**src/sv/bmm_pkg.sv**
```systemverilog
`default_nettype none
package bmm_pkg;

    localparam int NUM_LEFT  = 64;
    localparam int NUM_RIGHT = 64;
    localparam int IDX_W     = 6;
    localparam int CNT_W     = 7;

    typedef enum logic [13:0] {
        ST_IDLE  = 14'b00000000000001,
        ST_LD_RD = 14'b00000000000010,
        ST_LD_WR = 14'b00000000000100,
        ST_MINIT = 14'b00000000001000,
        ST_ROOT  = 14'b00000000010000,
        ST_POP   = 14'b00000000100000,
        ST_FETCH = 14'b00000001000000,
        ST_SCAN0 = 14'b00000010000000,
        ST_SCAN  = 14'b00000100000000,
        ST_ENQ   = 14'b00001000000000,
        ST_AUG1  = 14'b00010000000000,
        ST_AUG2  = 14'b00100000000000,
        ST_AUG3  = 14'b01000000000000,
        ST_OUT   = 14'b10000000000000
    } bmm_state_t;

    typedef struct packed {
        logic accept;
        logic load_rd;
        logic load_wr;
        logic init;
        logic root_start;
        logic pop_rd;
        logic fetch;
        logic scan_load;
        logic scan_step;
        logic enq;
        logic aug1;
        logic aug2;
        logic aug3;
        logic next_root;
        logic out_load;
    } bmm_cmd_t;

    typedef struct packed {
        logic last;
        logic root_eq_n;
        logic queue_empty;
        logic cand_zero;
        logic v_free;
        logic aug_done;
        logic out_busy;
    } bmm_stat_t;

endpackage
`default_nettype wire

```
**src/sv/bmm_ctrl.sv**
```systemverilog
`default_nettype none
module bmm_ctrl
    import bmm_pkg::*;
(
    input  wire logic      clk,
    input  wire logic      rst_n,
    input  wire logic      in_valid,
    input  wire logic      out_ready,
    input  wire bmm_stat_t stat,
    output logic           in_ready,
    output bmm_cmd_t       cmd
);
    bmm_state_t state_reg, state_next;

    assign in_ready = (state_reg == ST_IDLE);

    always_comb
    begin
        state_next = state_reg;
        cmd        = '0;
        unique case (state_reg)
            ST_IDLE:
            begin
                if (in_valid)
                begin
                    cmd.accept = 1'b1;
                    state_next = ST_LD_RD;
                end
            end
            ST_LD_RD:
            begin
                cmd.load_rd = 1'b1;
                state_next  = ST_LD_WR;
            end
            ST_LD_WR:
            begin
                cmd.load_wr = 1'b1;
                state_next  = stat.last ? ST_MINIT : ST_IDLE;
            end
            ST_MINIT:
            begin
                cmd.init   = 1'b1;
                state_next = ST_ROOT;
            end
            ST_ROOT:
            begin
                if (stat.root_eq_n)
                begin
                    state_next = ST_OUT;
                end
                else
                begin
                    cmd.root_start = 1'b1;
                    state_next     = ST_POP;
                end
            end
            ST_POP:
            begin
                if (stat.queue_empty)
                begin
                    cmd.next_root = 1'b1;
                    state_next    = ST_ROOT;
                end
                else
                begin
                    cmd.pop_rd = 1'b1;
                    state_next = ST_FETCH;
                end
            end
            ST_FETCH:
            begin
                cmd.fetch  = 1'b1;
                state_next = ST_SCAN0;
            end
            ST_SCAN0:
            begin
                cmd.scan_load = 1'b1;
                state_next    = ST_SCAN;
            end
            ST_SCAN:
            begin
                if (stat.cand_zero)
                begin
                    state_next = ST_POP;
                end
                else
                begin
                    cmd.scan_step = 1'b1;
                    state_next    = stat.v_free ? ST_AUG1 : ST_ENQ;
                end
            end
            ST_ENQ:
            begin
                cmd.enq    = 1'b1;
                state_next = ST_SCAN;
            end
            ST_AUG1:
            begin
                cmd.aug1   = 1'b1;
                state_next = ST_AUG2;
            end
            ST_AUG2:
            begin
                cmd.aug2   = 1'b1;
                state_next = ST_AUG3;
            end
            ST_AUG3:
            begin
                cmd.aug3 = 1'b1;
                if (stat.aug_done)
                begin
                    cmd.next_root = 1'b1;
                    state_next    = ST_ROOT;
                end
                else
                begin
                    state_next = ST_AUG1;
                end
            end
            ST_OUT:
            begin
                if (!stat.out_busy || out_ready)
                begin
                    cmd.out_load = 1'b1;
                    state_next   = ST_IDLE;
                end
            end
            default:
            begin
                state_next = ST_IDLE;
            end
        endcase
    end

    always_ff @(posedge clk or negedge rst_n)
    begin
        if (!rst_n)
        begin
            state_reg <= ST_IDLE;
        end
        else
        begin
            state_reg <= state_next;
        end
    end
endmodule
`default_nettype wire

```
**config.mk**
```make
export PLATFORM = sky130hd
export DESIGN_NAME = bmm_ctrl
export DESIGN_NICKNAME = d
export VERILOG_FILES = /design/src/sv/bmm_pkg.sv /design/src/sv/bmm_ctrl.sv
export SDC_FILE = /design/constraint.sdc
export NUM_CORES = 1
export LEC_CHECK = 0
export BUFFER_PORTS_ARGS = -buffer_cell sky130_fd_sc_hd__buf_2
export CAP_MARGIN = 20
export CORE_MARGIN = 4
export CORE_UTILIZATION = 55
export DETAILED_ROUTE_END_ITERATION = 8
export PLACE_DENSITY = 0.83
export SKIP_CTS_REPAIR_TIMING = 1
export SYNTH_ARGS = -nofsm -noshare
export SYNTH_HDL_FRONTEND = slang
export SYNTH_SLANG_ARGS = --single-unit
```
**constraint.sdc**
```tcl
create_clock -name clk -period 3.3 [get_ports clk]
set_input_delay 0.33 -clock clk [delete_from_list [all_inputs] [get_ports clk]]
set_output_delay 0.33 -clock clk [all_outputs]
set_load 0.01 [all_outputs]
```
==> impl_metrics.env, run 1 <==
export IMPL_grt_overflow=0
export IMPL_drc_errors=0
export IMPL_rows=15
export IMPL_synthArstFlopShare_pct=100
export IMPL_synth_simple_gate_area_share_pct=49.7
export IMPL_leakage_nw=0.554
export IMPL_placed_cells=151
export IMPL_synth_mux_area_share_pct=0
export IMPL_synthXorXnorAreaFrac_pct=2.58
export IMPL_synthDistinctLibCells=42
export IMPL_ant_nets=0
export IMPL_period_needed_ps=2560
export IMPL_finalHoldViolations=0
export IMPL_drv_cap=0
export IMPL_tightest_slew_ps=508
export IMPL_vias=908
export IMPL_yosys_area_share_adder_pct=0
export IMPL_grt_first_pass_wirelength_mm=3.75
export IMPL_cts_sinks=14
export IMPL_slew_viol_final=0
export IMPL_viasPerCell=5.82
export IMPL_syn_cell_area_um2=1020
export IMPL_worst_clock_skew_ps=2.84
export IMPL_grt_pass1_vias=874
export IMPL_final_area_um2=1190
export IMPL_cp_start_kind="flip-flop"
export IMPL_first_pass_iters=4
export IMPL_synth_seq_area_share_pct=34.6
export IMPL_status="finished clean"
export IMPL_synth_top_family_by_area="simple AND/OR/NAND/NOR gates"
export IMPL_crit_path_end_kind="primary output"
export IMPL_dp_hpwl_mm=1.73
export IMPL_nNetsFinal=143
export IMPL_syn_inst=105
export IMPL_power_w=0.000580
export IMPL_clk_pin_slew_ps=80
export IMPL_ir_drop_uv=262
export IMPL_synth_edf_count=0
export IMPL_slew_headroom_pct=65.8
export IMPL_layout_commonest_cell="buf_2"
export IMPL_h_tree_depth=1
export IMPL_cts_root_buf="clkbuf_4"
export IMPL_fin_crit_sh_pct=77.5
export IMPL_area_delta_synth_final_pct=17.5
export IMPL_drtIter0Drc=13
export IMPL_critPathArrivalTime_ps=2230
export IMPL_routabilityCongestion=0.834
export IMPL_numCtsBuffers=3
export IMPL_clock_path_buffers=2
export IMPL_hold_class="in2reg"
export IMPL_die_h_um=51.0
export IMPL_insertion_delay_ps=280
export IMPL_cp_required_ps=2970
export IMPL_synth_area_per_cell_um2=9.69
export IMPL_final_cells=156
export IMPL_place_area_um2=1150
export IMPL_cts_tree="done"
export IMPL_die_w_um=51.0
export IMPL_critPathKind="reg2out"
export IMPL_synth_top_flop_cell="dfrtp_1"
export IMPL_synth_ff_latch_count=14
export IMPL_max_clock_freq_mhz=391
export IMPL_ys_warnings_count=0
export IMPL_wire_per_inst_um=14.2
export IMPL_critPathMaxFanout=13
export IMPL_final_cell_mix="buf_2 (26), dfrtp_1 (13), nor2_1 (11), nor3_1 (7)"
export IMPL_dieArea_um2=2600
export IMPL_setup_tns_ps=0
export IMPL_power_density_nw_per_um2=486
export IMPL_core_area_um2=1750
export IMPL_synth_nets=116
export IMPL_n_antenna_cell=0
export IMPL_drive_gt1_share_pct=32.8
export IMPL_grt_max_degree=15
export IMPL_largest_register_ffs=14
export IMPL_rsz0062_at_grt="no"
export IMPL_synth_compound_area_share_pct=9.47
export IMPL_antenna_found_initial=0
export IMPL_port_buffers=26
export IMPL_totalWireLength_mm=2.22
export IMPL_grt_usage_pct=18.8
export IMPL_pin_count=27
export IMPL_start_util_pct=58.3
export IMPL_setup_violations=0
==> kinds of logic after synthesis <==
group	count (synthesis)
AO/OA/AOI/OAI	13
XOR/XNOR	3
buffers and inverters	7
flip-flops	14
AND/OR/NAND/NOR	68
==> power breakdown <==
group	internal, W	switching, W	total (W)
logic	0.0000937	0.000128	0.000222
clock network	0.0000672	0.0000570	0.000124
registers	0.000193	0.0000415	0.000234
total	0.000353	0.000227	0.000580
==> path summary, 6_finish.rpt <==
| check | from | end | slack [ps] | depth (start not counted) |
|---|---|---|---|---|
| setup / recovery | state_reg[2] | cmd[1] | 740 | 5 |
| hold / removal | stat[2] | state_reg[9] | 230 | 2 |
| setup reg to reg | state_reg[2] | state_reg[4] | 1410 | 4 |
| hold reg to reg | state_reg[13] | state_reg[13] | 660 | 2 |
| max in group asynchronous | rst_n | state_reg[0] | 2550 | 2 |
| min in group asynchronous | rst_n | state_reg[3] | 470 | 2 |
==> cells in the mapped netlist (3+ instances only) <==
library cell	n	area, µm²
and2_1	3	18.8
and3_1	3	18.8
dfrtp_1	13	325
nand2_1	5	18.8
nand2b_1	6	37.5
nand3b_1	3	22.5
nor2_1	11	41.3
nor3_1	7	35.0
nor4_1	6	37.5
nor4_4	4	85.1
xor2_1	3	26.3
==> area by class of cell <==
| class | instances | area, µm² |
|---|---|---|
| fill | 141 | 551 |
| sequential | 14 | 352 |
| tap | 25 | 31.3 |
| multi-input combinational | 84 | 628 |
| timing repair buffer | 27 | 140 |
| clock buffer | 4 | 36.3 |
| inverter | 2 | 7.51 |
==> critical path, cell delays in order, from the launching register on <==
cell,delay [ps]
dfrtp_1,520
nor4_1,490
nand3_2,260
nor4_4,340
a22o_1,190
buf_2,130
==> layer usage <==
layer  global-route usage [%]  wire [µm]  vias to the layer above
met5                        0          0                        -
met3                     4.66        120                        2
li1                         -          -                      450
met1                     22.4        948                      433
met2                     33.7       1140                       23
met4                     4.04         14                        0
==> stage by stage <==
| stage | worst slack (ps) | hold slack, ps | utilization [%] |
|---|---|---|---|
| after CTS | 727 | -76.1 | 67.9 |
| after global routing | 491 | 212 | 68.5 |
| after floorplan | 1270 | 34.4 | - |
| after detailed placement | 1050 | 241 | 65.8 |
| final | 741 | 225 | 68.5 |
| after global placement | 1130 | 239 | 65.8 |
No activity file was read; power rests on OpenSTA's default activity.
==> run 2, diff against run 1 <==
--- a/config.mk
+++ b/config.mk
@@ -8,9 +8,9 @@
 export BUFFER_PORTS_ARGS = -buffer_cell sky130_fd_sc_hd__buf_2
 export CAP_MARGIN = 20
 export CORE_MARGIN = 4
-export CORE_UTILIZATION = 55
+export CORE_UTILIZATION = 51
 export DETAILED_ROUTE_END_ITERATION = 8
-export PLACE_DENSITY = 0.83
+export PLACE_DENSITY = 0.78
 export SKIP_CTS_REPAIR_TIMING = 1
 export SYNTH_ARGS = -nofsm -noshare
 export SYNTH_HDL_FRONTEND = slang
==> constraint.sdc (replaced) <==
create_clock -name clk -period 2.5 [get_ports clk]
set_input_delay 0.25 -clock clk [delete_from_list [all_inputs] [get_ports clk]]
set_output_delay 0.25 -clock clk [all_outputs]
set_load 0.01 [all_outputs]
==> run 2 against run 1 <==
Net effect: global-route usage rose by 0.32 points; worst hold slack got worse by 93 ps; register-to-register slack lost 800 ps; combinational power rose by 40%; via count grew 2.0%; count of clock-buffer cells in the layout did not move; clock power up 32%; power increased by 36%; sequential power is 35% higher; critical path depth increased by 1; core utilization down 0.056 points; largest power group unchanged.
==> impl_metrics.env, run 2 (synthesis gave the netlist of run 1 again) <==
export IMPL_drc_errors=0
export IMPL_dp_slack_ps=329
export IMPL_grt_usage_pct=19.1
export IMPL_layout_setup_ws_ps=160
export IMPL_worst_clock_skew_ps=2.81
export IMPL_dieArea_um2=2770
export IMPL_core_area_um2=1800
export IMPL_rows=15
export IMPL_dp_hpwl_mm=1.75
export IMPL_reg2reg_slack_ps=610
export IMPL_power_density_nw_per_um2=642
export IMPL_first_pass_iters=4
export IMPL_max_clock_freq_mhz=427
export IMPL_wire_per_inst_um=14.8
export IMPL_fin_util_pct=68.4
export IMPL_clk_pin_slew_ps=90
export IMPL_leakage_nw=0.569
export IMPL_r2r_end="state_reg[0]"
export IMPL_n_antenna_cell=0
export IMPL_cts_sinks=14
export IMPL_fin_crit_sh_pct=93.6
export IMPL_viasPerCell=5.82
export IMPL_cts_root_buf="clkbuf_4"
export IMPL_ff2ff_path_depth=5
export IMPL_critPathMaxFanout=7
export IMPL_start_util_pct=56.5
export IMPL_drv_cap=0
export IMPL_final_cells=159
export IMPL_period_needed_ps=2340
export IMPL_slew_viol_final=0
export IMPL_status="finished clean"
export IMPL_final_area_um2=1230
export IMPL_layout_commonest_cell="buf_2"
export IMPL_critPathKind="reg2out"
export IMPL_drive_gt1_share_pct=35.1
export IMPL_cp_required_ps=2250
export IMPL_setup_tns_ps=0
export IMPL_port_buffers=26
export IMPL_ir_drop_uv=365
export IMPL_largest_register_ffs=14
export IMPL_r2r_start="state_reg[5]"
export IMPL_grt_pass1_vias=880
export IMPL_clock_path_buffers=2
export IMPL_die_h_um=52.7
export IMPL_insertion_delay_ps=280
export IMPL_drtIter0Drc=19
export IMPL_crit_path_end_kind="primary output"
export IMPL_setup_violations=0
export IMPL_die_w_um=52.7
export IMPL_min_to="state_reg[9]"
export IMPL_tightest_slew_ps=457
export IMPL_hold_class="in2reg"
export IMPL_ant_nets=0
export IMPL_area_delta_synth_final_pct=21.2
export IMPL_antenna_found_initial=0
export IMPL_routabilityCongestion=0.863
export IMPL_hold_depth=2
export IMPL_slew_headroom_pct=69.5
export IMPL_cts_tree="done"
export IMPL_nNetsFinal=146
export IMPL_vias=926
export IMPL_h_tree_depth=1
export IMPL_grt_max_degree=15
export IMPL_pin_count=27
export IMPL_grt_overflow=0
export IMPL_critPathArrivalTime_ps=2090
export IMPL_place_area_um2=1160
export IMPL_numCtsBuffers=3
export IMPL_hold_start="stat[2]"
export IMPL_grt_first_pass_wirelength_mm=3.93
export IMPL_rsz0062_at_grt="no"
export IMPL_placed_cells=152
export IMPL_final_cell_mix="buf_2 (26), dfrtp_1 (13), nor2_1 (11), nor3_1 (7), nand2b_1 (6)"
export IMPL_finalHoldViolations=0
export IMPL_cp_start_kind="flip-flop"
export IMPL_totalWireLength_mm=2.35
run 2: changes by cell type in the layout (fill, tap and decap cells not counted), sizes merged:
cell,previous run,this run
buf,26,29
run 2: stage by stage:
step / hold WS [ps] / total power [W]
after global routing: 129 / 0.000848
after floorplan: -45.6 / 0.000542
after detailed placement: 163 / 0.000605
final: 132 / 0.000791
after global placement: 155 / 0.000595
after CTS: -144 / 0.000769
run 2: where the power goes:
part | switching [W] | total, W | internal, W
logic | 0.000173 | 0.000310 | 0.000137
clock network | 0.0000755 | 0.000164 | 0.0000886
registers | 0.0000623 | 0.000316 | 0.000254
run 2: per-layer routing:
metal	share of wire [%]	track usage, %	wire (µm)
met1	44	24.6	1030
met2	51	32.4	1200
met3	3.4	2.56	80
met4	1.5	6.38	36
met5	0	0	0
run 2: how the worst max path moves through the flow:
stage                       startpoint      end  slack, ps  cells past startpoint
final                     state_reg[5]  cmd[14]        160                      6
after global routing      state_reg[2]   cmd[1]         10                      5
after CTS                 state_reg[2]   cmd[1]         10                      5
after detailed placement  state_reg[2]   cmd[1]        330                      5
after global placement    state_reg[2]   cmd[1]        410                      5
after floorplan           state_reg[7]   cmd[1]        550                      5
run 2: final cells by class:
type	instances	area, µm²
multi-input cells	84	643
repair buffers	30	163
well taps	25	31.3
fillers	156	569
flip-flops and latches	14	352
inverters	2	7.51
clock buffers	4	36.3
run 2: critical path, stage by stage, from the launching register on:
cell and delay (ps):
dfrtp_1 480, nor4_4 460, buf_4 200, nand3_4 90
nor4_2 290, and2_1 160, buf_2 120
